--- src/bpcr_pkg.sv ---
// ----------------------------------------------------------------------------
// Box pair collision resolver: shared types and constants
// Item and stage records, status and outcome codes, object check and mod-3.
// ----------------------------------------------------------------------------
package bpcr_pkg;

	localparam logic [1:0] ST_OK       = 2'd0;
	localparam logic [1:0] ST_INVALID  = 2'd1;
	localparam logic [1:0] ST_OVERFLOW = 2'd2;

	localparam logic [1:0] OC_NONE    = 2'd0;
	localparam logic [1:0] OC_PHASE   = 2'd1;
	localparam logic [1:0] OC_SCALE   = 2'd2;
	localparam logic [1:0] OC_CORRECT = 2'd3;

	localparam logic [6:0]  PHASE_LIMIT = 7'd72;
	localparam logic [6:0]  CELL_LIMIT  = 7'd81;
	localparam logic [63:0] S64_MIN     = {1'b1, 63'd0};

	typedef struct packed {
		logic signed [63:0] pos_x;
		logic signed [63:0] pos_y;
		logic signed [63:0] half_width;
		logic signed [63:0] half_height;
		logic [6:0]         phase;
		logic signed [63:0] scale_num;
		logic signed [63:0] scale_den;
		logic [6:0]         grid_cell;
		logic               tags_present;
	} obj_t;

	// After the first step: sums of half sizes and centre differences.
	typedef struct packed {
		logic [1:0]         status;
		logic signed [63:0] sum_x;
		logic signed [63:0] sum_y;
		logic signed [63:0] dx;
		logic signed [63:0] dy;
		logic signed [63:0] bx;
		logic signed [63:0] by;
		logic               phase_ok;
		logic               scale_ok;
	} diff_t;

	// After the second step: signed overlaps on each axis.
	typedef struct packed {
		logic [1:0]         status;
		logic signed [63:0] ov_x;
		logic signed [63:0] ov_y;
		logic               dx_neg;
		logic               dy_neg;
		logic signed [63:0] bx;
		logic signed [63:0] by;
		logic               phase_ok;
		logic               scale_ok;
	} ovl_t;

	typedef struct packed {
		logic [1:0]         status;
		logic [1:0]         outcome;
		logic signed [63:0] separation_x;
		logic signed [63:0] separation_y;
		logic [62:0]        penetration_x;
		logic [62:0]        penetration_y;
		logic signed [63:0] correction_x;
		logic signed [63:0] correction_y;
		logic signed [63:0] corrected_x;
		logic signed [63:0] corrected_y;
		logic               phase_ok;
		logic               scale_ok;
	} res_t;

	function automatic logic obj_valid(input obj_t o);
		return (o.scale_den > 64'sd0) && (o.phase < PHASE_LIMIT) &&
			(o.grid_cell < CELL_LIMIT) && o.tags_present &&
			!o.half_width[63] && !o.half_height[63];
	endfunction

	// Residue mod 3 of a 7-bit value: base-4 digits each weigh 1 mod 3.
	function automatic logic [1:0] mod3(input logic [6:0] v);
		logic [3:0] s;
		logic [2:0] t;
		s = 4'(v[1:0]) + 4'(v[3:2]) + 4'(v[5:4]) + 4'(v[6]);
		t = 3'(s[1:0]) + 3'(s[3:2]);
		return (t >= 3'd3) ? 2'(t - 3'd3) : t[1:0];
	endfunction

endpackage

--- src/bpcr_front.sv ---
// ----------------------------------------------------------------------------
// Box pair collision resolver: held object and first step
// Stores object A; checks validity, half-size sums and centre differences.
// ----------------------------------------------------------------------------
module bpcr_front import bpcr_pkg::*; (
	input  logic  clk,
	input  logic  arst_n,
	input  logic  store,
	input  obj_t  obj,
	output diff_t diff
);

	obj_t held_q;
	logic held_valid_q;

	logic signed [64:0] sum_x, sum_y, dx, dy;
	logic               ovf;

	always_ff @(posedge clk or negedge arst_n) begin
		if (!arst_n) begin
			held_q       <= '0;
			held_valid_q <= 1'b0;
		end else if (store) begin
			held_q       <= obj;
			held_valid_q <= obj_valid(obj);
		end
	end

	always_comb begin
		sum_x = {held_q.half_width[63], held_q.half_width} +
			{obj.half_width[63], obj.half_width};
		sum_y = {held_q.half_height[63], held_q.half_height} +
			{obj.half_height[63], obj.half_height};
		dx = {obj.pos_x[63], obj.pos_x} - {held_q.pos_x[63], held_q.pos_x};
		dy = {obj.pos_y[63], obj.pos_y} - {held_q.pos_y[63], held_q.pos_y};

		// A difference of magnitude 2^63 has no positive counterpart.
		ovf = (sum_x[64] != sum_x[63]) || (sum_y[64] != sum_y[63]) ||
			(held_q.pos_x == S64_MIN) || (held_q.pos_y == S64_MIN) ||
			(dx[64] != dx[63]) || (dy[64] != dy[63]) ||
			(dx[63:0] == S64_MIN) || (dy[63:0] == S64_MIN);

		if (!held_valid_q || !obj_valid(obj))
			diff.status = ST_INVALID;
		else if (ovf)
			diff.status = ST_OVERFLOW;
		else
			diff.status = ST_OK;

		diff.sum_x    = sum_x[63:0];
		diff.sum_y    = sum_y[63:0];
		diff.dx       = dx[63:0];
		diff.dy       = dy[63:0];
		diff.bx       = obj.pos_x;
		diff.by       = obj.pos_y;
		diff.phase_ok = mod3(held_q.phase) == mod3(obj.phase);
		diff.scale_ok = (held_q.scale_num == obj.scale_num) &&
			(held_q.scale_den == obj.scale_den);
	end

endmodule

--- src/bpcr_overlap.sv ---
// ----------------------------------------------------------------------------
// Box pair collision resolver: overlap step
// Overlap per axis is the half-size sum minus the absolute difference.
// ----------------------------------------------------------------------------
module bpcr_overlap import bpcr_pkg::*; (
	input  diff_t diff,
	output ovl_t  ovl
);

	// Folding the absolute value into the add keeps one adder per axis.
	always_comb begin
		ovl.status   = diff.status;
		ovl.ov_x     = diff.dx[63] ? diff.sum_x + diff.dx : diff.sum_x - diff.dx;
		ovl.ov_y     = diff.dy[63] ? diff.sum_y + diff.dy : diff.sum_y - diff.dy;
		ovl.dx_neg   = diff.dx[63];
		ovl.dy_neg   = diff.dy[63];
		ovl.bx       = diff.bx;
		ovl.by       = diff.by;
		ovl.phase_ok = diff.phase_ok;
		ovl.scale_ok = diff.scale_ok;
	end

endmodule

--- src/bpcr_resolve.sv ---
// ----------------------------------------------------------------------------
// Box pair collision resolver: resolve step
// Classifies the contact, pushes B along the smaller overlap, forms the result.
// ----------------------------------------------------------------------------
module bpcr_resolve import bpcr_pkg::*; (
	input  ovl_t ovl,
	output res_t res
);

	logic               pos_x, pos_y, x_le_y, sel_x, sel_y, ovf;
	logic [1:0]         outcome;
	logic signed [64:0] nx, ny;

	always_comb begin
		pos_x  = ovl.ov_x > 64'sd0;
		pos_y  = ovl.ov_y > 64'sd0;
		x_le_y = ovl.ov_x <= ovl.ov_y;

		if (!pos_x || !pos_y)
			outcome = OC_NONE;
		else if (!ovl.phase_ok)
			outcome = OC_PHASE;
		else if (!ovl.scale_ok)
			outcome = OC_SCALE;
		else
			outcome = OC_CORRECT;

		// Equal overlaps push along x.
		sel_x = (outcome == OC_CORRECT) && x_le_y;
		sel_y = (outcome == OC_CORRECT) && !x_le_y;

		// Both candidate positions are formed next to the compare.
		nx = ovl.dx_neg ? {ovl.bx[63], ovl.bx} - {ovl.ov_x[63], ovl.ov_x}
			: {ovl.bx[63], ovl.bx} + {ovl.ov_x[63], ovl.ov_x};
		ny = ovl.dy_neg ? {ovl.by[63], ovl.by} - {ovl.ov_y[63], ovl.ov_y}
			: {ovl.by[63], ovl.by} + {ovl.ov_y[63], ovl.ov_y};
		ovf = (sel_x && (nx[64] != nx[63])) || (sel_y && (ny[64] != ny[63]));

		res = '0;
		if (ovl.status != ST_OK) begin
			res.status = ovl.status;
		end else if (ovf) begin
			res.status = ST_OVERFLOW;
		end else begin
			res.status        = ST_OK;
			res.outcome       = outcome;
			res.separation_x  = -ovl.ov_x;
			res.separation_y  = -ovl.ov_y;
			res.penetration_x = pos_x ? ovl.ov_x[62:0] : 63'd0;
			res.penetration_y = pos_y ? ovl.ov_y[62:0] : 63'd0;
			res.correction_x  = !sel_x ? 64'sd0 : ovl.dx_neg ? -ovl.ov_x : ovl.ov_x;
			res.correction_y  = !sel_y ? 64'sd0 : ovl.dy_neg ? -ovl.ov_y : ovl.ov_y;
			res.corrected_x   = sel_x ? nx[63:0] : ovl.bx;
			res.corrected_y   = sel_y ? ny[63:0] : ovl.by;
			res.phase_ok      = ovl.phase_ok;
			res.scale_ok      = ovl.scale_ok;
		end
	end

endmodule

--- src/box_pair_collision_resolve.sv ---
// ----------------------------------------------------------------------------
// Box pair collision resolver
// Pairs of axis-aligned boxes in, one contact result per second box out.
// ----------------------------------------------------------------------------
//
//  Channel  | Handshake                   | Payload
//  ---------+-----------------------------+-----------------------------------
//  item     | item_valid / item_ready     | second_of_pair, pos_x .. tags_present
//  result   | result_valid / result_ready | status, outcome, separation_x .. scale_ok
//
// The block takes one item in every cycle while no stalled result backs up
// to the input. An item is registered, passes three short steps (validity
// and differences, overlaps, contact and push) with diff_s2 and ovl_s3
// between them, and its result appears on the result register res_q. An
// item with second_of_pair low only loads the held object A and produces
// no result; the next item already sees the new A. Reset clears all valid
// bits and the held object, which then counts as invalid. A stalled result
// holds the result register; the stages behind it keep filling until each
// holds an item, so intake stops only when all are full.
module box_pair_collision_resolve import bpcr_pkg::*; (
	input  logic               clk,
	input  logic               arst_n,

	input  logic               item_valid,
	output logic               item_ready,
	input  logic               second_of_pair,
	input  logic signed [63:0] pos_x,
	input  logic signed [63:0] pos_y,
	input  logic signed [63:0] half_width,
	input  logic signed [63:0] half_height,
	input  logic [6:0]         phase,
	input  logic signed [63:0] scale_num,
	input  logic signed [63:0] scale_den,
	input  logic [6:0]         grid_cell,
	input  logic               tags_present,

	output logic               result_valid,
	input  logic               result_ready,
	output logic [1:0]         status,
	output logic [1:0]         outcome,
	output logic signed [63:0] separation_x,
	output logic signed [63:0] separation_y,
	output logic [62:0]        penetration_x,
	output logic [62:0]        penetration_y,
	output logic signed [63:0] correction_x,
	output logic signed [63:0] correction_y,
	output logic signed [63:0] corrected_x,
	output logic signed [63:0] corrected_y,
	output logic               phase_ok,
	output logic               scale_ok
);

	// Stage registers: the accepted item, then the two intermediate records.
	logic  valid_s1, second_s1, valid_s2, valid_s3, result_valid_q;
	obj_t  obj_s1;
	diff_t diff_s2;
	ovl_t  ovl_s3;
	res_t  res_q;

	diff_t diff_next;
	ovl_t  ovl_next;
	res_t  res_next;

	logic item_fire, res_free, rdy_s3, rdy_s2, adv_s3, adv_s2, leave_s1;

	// Backpressure runs from the result register toward the input. An A item
	// leaves stage one at once, because it only writes the held object.
	assign res_free   = !result_valid_q || result_ready;
	assign rdy_s3     = !valid_s3 || res_free;
	assign adv_s3     = valid_s3 && res_free;
	assign rdy_s2     = !valid_s2 || rdy_s3;
	assign adv_s2     = valid_s2 && rdy_s3;
	assign leave_s1   = valid_s1 && (!second_s1 || rdy_s2);
	assign item_ready = !valid_s1 || leave_s1;
	assign item_fire  = item_valid && item_ready;

	always_ff @(posedge clk or negedge arst_n) begin
		if (!arst_n) begin
			valid_s1       <= 1'b0;
			valid_s2       <= 1'b0;
			valid_s3       <= 1'b0;
			result_valid_q <= 1'b0;
		end else begin
			if (item_fire)
				valid_s1 <= 1'b1;
			else if (leave_s1)
				valid_s1 <= 1'b0;

			if (leave_s1 && second_s1)
				valid_s2 <= 1'b1;
			else if (adv_s2)
				valid_s2 <= 1'b0;

			if (adv_s2)
				valid_s3 <= 1'b1;
			else if (adv_s3)
				valid_s3 <= 1'b0;

			if (adv_s3)
				result_valid_q <= 1'b1;
			else if (result_ready)
				result_valid_q <= 1'b0;
		end
	end

	// Payload registers load on their stage's advance and need no reset.
	always_ff @(posedge clk) begin
		if (item_fire) begin
			second_s1 <= second_of_pair;
			obj_s1    <= '{pos_x: pos_x, pos_y: pos_y, half_width: half_width,
				half_height: half_height, phase: phase, scale_num: scale_num,
				scale_den: scale_den, grid_cell: grid_cell,
				tags_present: tags_present};
		end
		if (leave_s1 && second_s1)
			diff_s2 <= diff_next;
		if (adv_s2)
			ovl_s3 <= ovl_next;
		if (adv_s3)
			res_q <= res_next;
	end

	bpcr_front u_front (
		.clk    (clk),
		.arst_n (arst_n),
		.store  (leave_s1 && !second_s1),
		.obj    (obj_s1),
		.diff   (diff_next)
	);

	bpcr_overlap u_overlap (
		.diff (diff_s2),
		.ovl  (ovl_next)
	);

	bpcr_resolve u_resolve (
		.ovl (ovl_s3),
		.res (res_next)
	);

	assign result_valid  = result_valid_q;
	assign status        = res_q.status;
	assign outcome       = res_q.outcome;
	assign separation_x  = res_q.separation_x;
	assign separation_y  = res_q.separation_y;
	assign penetration_x = res_q.penetration_x;
	assign penetration_y = res_q.penetration_y;
	assign correction_x  = res_q.correction_x;
	assign correction_y  = res_q.correction_y;
	assign corrected_x   = res_q.corrected_x;
	assign corrected_y   = res_q.corrected_y;
	assign phase_ok      = res_q.phase_ok;
	assign scale_ok      = res_q.scale_ok;

endmodule
--- config.mk ---
export PLATFORM = sky130hd
export DESIGN_NAME = box_pair_collision_resolve
export DESIGN_NICKNAME = d
export VERILOG_FILES = /design/src/bpcr_pkg.sv /design/src/bpcr_front.sv /design/src/bpcr_overlap.sv /design/src/bpcr_resolve.sv /design/src/box_pair_collision_resolve.sv
export SDC_FILE = /design/constraint.sdc
export NUM_CORES = 2
export LEC_CHECK = 0
export BUFFER_PORTS_ARGS = -buffer_cell sky130_fd_sc_hd__buf_2
export CORE_ASPECT_RATIO = 0.7
export CORE_MARGIN = 10
export CORE_UTILIZATION = 60
export CTS_CLUSTER_SIZE = 40
export DETAILED_ROUTE_END_ITERATION = 8
export PLACE_DENSITY = 0.79
export SLEW_MARGIN = 10
export SYNTH_ARGS = -nofsm -noshare
export SYNTH_HDL_FRONTEND = slang
export SYNTH_SLANG_ARGS = --single-unit
--- constraint.sdc ---
create_clock -name clk -period 61.1 [get_ports clk]
set_input_delay 12.22 -clock clk [delete_from_list [all_inputs] [get_ports clk]]
set_output_delay 12.22 -clock clk [all_outputs]
set_load 0.02 [all_outputs]
==> results_dict.tcl <==
set metrics [dict create \
    synth_seq_area_share 0.5286 \
    fin_util 0.6765 \
    worst-path-max-fanout 5 \
    place_inst 12692 \
    fmax_ghz 0.03879 \
    r2r-start "ovl_s3[196]" \
    clockBufferDepth 4 \
    synth_seq_cells 1962 \
    h-tree-depth 4 \
    synth_cell_types 87 \
    worst_path_largest_cell_delay_ns 0.46 \
    pin_count 922 \
    clock_power_share 0.274 \
    worstMarginPinSlew_ns 1.290 \
    critPathKind "in -> out" \
    critPathCaptureType "output pin" \
    p_leak_nw 48.75 \
    nNetsFinal 11518 \
    grtUsageTotal 0.3632 \
    async_flop_share 0.2018 \
    status "completed" \
    synthTopCellsByArea "edfxtp_1 (44%), dfrtp_1 (9.2%), ha_1 (6.8%)" \
    setup_viol 0 \
    netlist.area_leader.share 0.4366 \
    die_area_um2 197100 \
    min-delay-start "diff_s2[85]" \
    p_per_area_nw_per_um2 37.47 \
    finClkSkew_ns 0.07048 \
    vias 83671 \
    drc_errors 0 \
    drive_gt1_frac 0.1554 \
    hold_violations 0 \
    wl_per_cell_um 28.60 \
    first_global_vias 78684 \
    period_minus_slack_ns 25.78 \
    p_switching_mw 1.627 \
    syn_area_um2 107700 \
    crit_slowest_cell "nor2b_1" \
    dieHeight_um 374.5 \
    multi_input_area_um2 47980 \
    yosys.area.top_type "edfxtp_1" \
    cts_tree "done" \
    rows 130 \
    grt_max_degree 190 \
    required_ns 48.88 \
    cts.clk_slew.worst_paths_ns 0.07 \
    p_seq_frac 0.398 \
    dpl_cell_area_um2 114500 \
    crit_family "simple AND/OR/NAND/NOR gates" \
    grt_pass1_wl_mm 535.1 \
    cp-start-kind "input port" \
    seq_area_um2 56930 \
    syn_nets 10742 \
    crit_path_start "result_ready" \
    core_um2 178900 \
    drtPass1Iterations 7 \
    cts.sinks 1962 \
    finalPower_mw 4.535 \
    ys.flop_type "edfxtp_1" \
    synth_area_per_cell_um2 11.07 \
    slew-limit-headroom 0.1335 \
    worstHoldPathType "reg -> reg" \
    pwr-share-comb 0.328 \
    nFillCells 13391 \
    io_buffers 921 \
    rsz0062_at_grt "no" \
    fin_tns_setup_ns 0 \
    yosysWarnings 0 \
    post-cts-setup-buffers 0 \
    ir_drop_v 0.00003422 \
    via_per_inst 6.404 \
    ctsResizeCount 0 \
    fin_area_um2 121000 \
    maxSlewViolCount 0 \
    start_util 0.6020 \
    die_w_um 526.4 \
    critPathArrivalTime_ns 13.56 \
    dp_hpwl_mm 293.6 \
    cts_hold_buffers 0 \
    antenna_found_initial 55 \
    netlist_instances 9734 \
    ant_nets 0 \
    cp_num_buf_inv 3 \
    crit_path_frequent_cell "buf_2" \
    gp_congestion 1.009 \
    cts_buffers 192 \
    syn_to_final_growth_pct 12.37 \
    instances_no_fill 13066 \
    clock_latency_ns 0.88 \
    intPower_mw 2.908 \
    critical_path.cell_chain "buf_2, nor2b_1, nand3_1, nor2_1, inv_1, buf_2" \
    period_share 0.4220 \
    p_sw_frac 0.3588 \
    synth_edf_count 1566 \
    grt_overflow_total 0 \
    drt-initial-drc-count 11411 \
    root_buffer "clkbuf_16" \
    drt_wl_total_mm 373.7 \
    drv_cap 0 \
]
## flip-flops by register name, indices dropped and copies added (netlist names), 262 cells and up
register        flops
diff_s2           388
obj_s1            399
ovl_s3            262
u_front.held_q    391
## power by group through the flow
stage	registers, mW	logic (mW)	clock network (mW)
after global placement	1.81	1.41	0
after global routing	1.81	1.60	1.30
after floorplan	1.80	1.02	0
after CTS	1.79	1.45	1.25
after detailed placement	1.82	1.44	0
final	1.80	1.49	1.24
## final timing paths
| check | slack, ns | endpoint | cells after the start |
|---|---|---|---|
| worst max-delay path | 35.32 | item_ready | 6 |
| worst min-delay path | 0.40 | ovl_s3[85] | 0 |
| worst max register to register | 48.63 | penetration_y[32] | 29 |
| worst min register to register | 0.40 | ovl_s3[85] | 0 |
| max in group asynchronous | 46.79 | u_front.held_q[147] | 4 |
| min in group asynchronous | 11.26 | u_front.held_q[386] | 1 |
## layout make-up
cell class	count	share of cell area
tap	2376	0.02456
clock buffer	230	0.04187
timing repair buffer	1004	0.04393
sequential	1962	0.4704
antenna	26	0.0005375
clock inverter	118	0.01135
multi-input combinational	6997	0.3964
inverter	353	0.01095
## layer usage
| layer | vias to the layer above | routed length [um] | share of wire | track usage |
|---|---|---|---|---|
| met5 | - | 115 | 0.00031 | 0 |
| met4 | 22 | 17000 | 0.045 | 0.1367 |
| met3 | 734 | 45960 | 0.12 | 0.1022 |
| met2 | 4761 | 152200 | 0.41 | 0.5093 |
| met1 | 40855 | 158400 | 0.42 | 0.5354 |
| li1 | 37299 | - | - | - |
## stage by stage
stage,setup slack (ns),hold WS (ns)
floorplan,24.63,0.4003
global placement,35.38,0.4007
detailed placement,35.36,0.4045
CTS,35.33,0.3902
global route,35.19,0.4134
finish,35.32,0.4036
## synthesized netlist by cell type (all sizes together) (76+ instances only)
| cell type | n |
|---|---|
| xnor2 | 728 |
| o21ai | 437 |
| clkbuf | 387 |
| nor2b | 133 |
| or3 | 82 |
| and3 | 209 |
| mux2 | 266 |
| nand3 | 140 |
| o21a | 84 |
| nor2 | 819 |
| nand2b | 76 |
| inv | 350 |
| ha | 588 |
| edfxtp | 1566 |
| a21oi | 727 |
| nor3 | 301 |
| nor4 | 129 |
| a21o | 342 |
| nand4 | 169 |
| nand2 | 640 |
| xor2 | 331 |
| dfrtp | 396 |
| a31oi | 77 |
## cells in the final DEF, fill, tap and decap left out, drive strengths merged, types with 84 or more instances in the layout
cell type and n:
dfrtp 396, xnor2 728, o21a 84, and3 209
o21ai 437, nor2 819, ha 588, nand4 169
buf 1004, nor2b 133, clkbuf 230, edfxtp 1566
xor2 331, nand2 640, nor4 129, nor3 301
mux2 266, a21oi 727, inv 361, a21o 342
nand3 140
## worst reg2reg max path: cells and delay by family, from the launching register on
kind / cells / cell delay (ns)
xor gates and xnor gates: 3 / 0.97
and+or+nand+nor: 17 / 7.43
buffers and inverters: 3 / 1.87
adders and majority gates: 2 / 0.71
DFF: 1 / 0.67
AOI/OAI and AO/OA: 4 / 0.59
## logic make-up (layout without fill, tap and decap cells)
logic type      count (synthesis)  after routing  synth area share
mux                           297            297           0.03069
compound gates               2143           2143            0.1245
other cells                     0             26                 0
flops                        1962           1962            0.5286
buf+inv                       775           1705           0.02716
simple gates                 2893           2893            0.1314
xor+xnor                     1060           1060           0.08632
fa+ha+maj                     604            604           0.07128
Power figures use the tool's default switching activity.
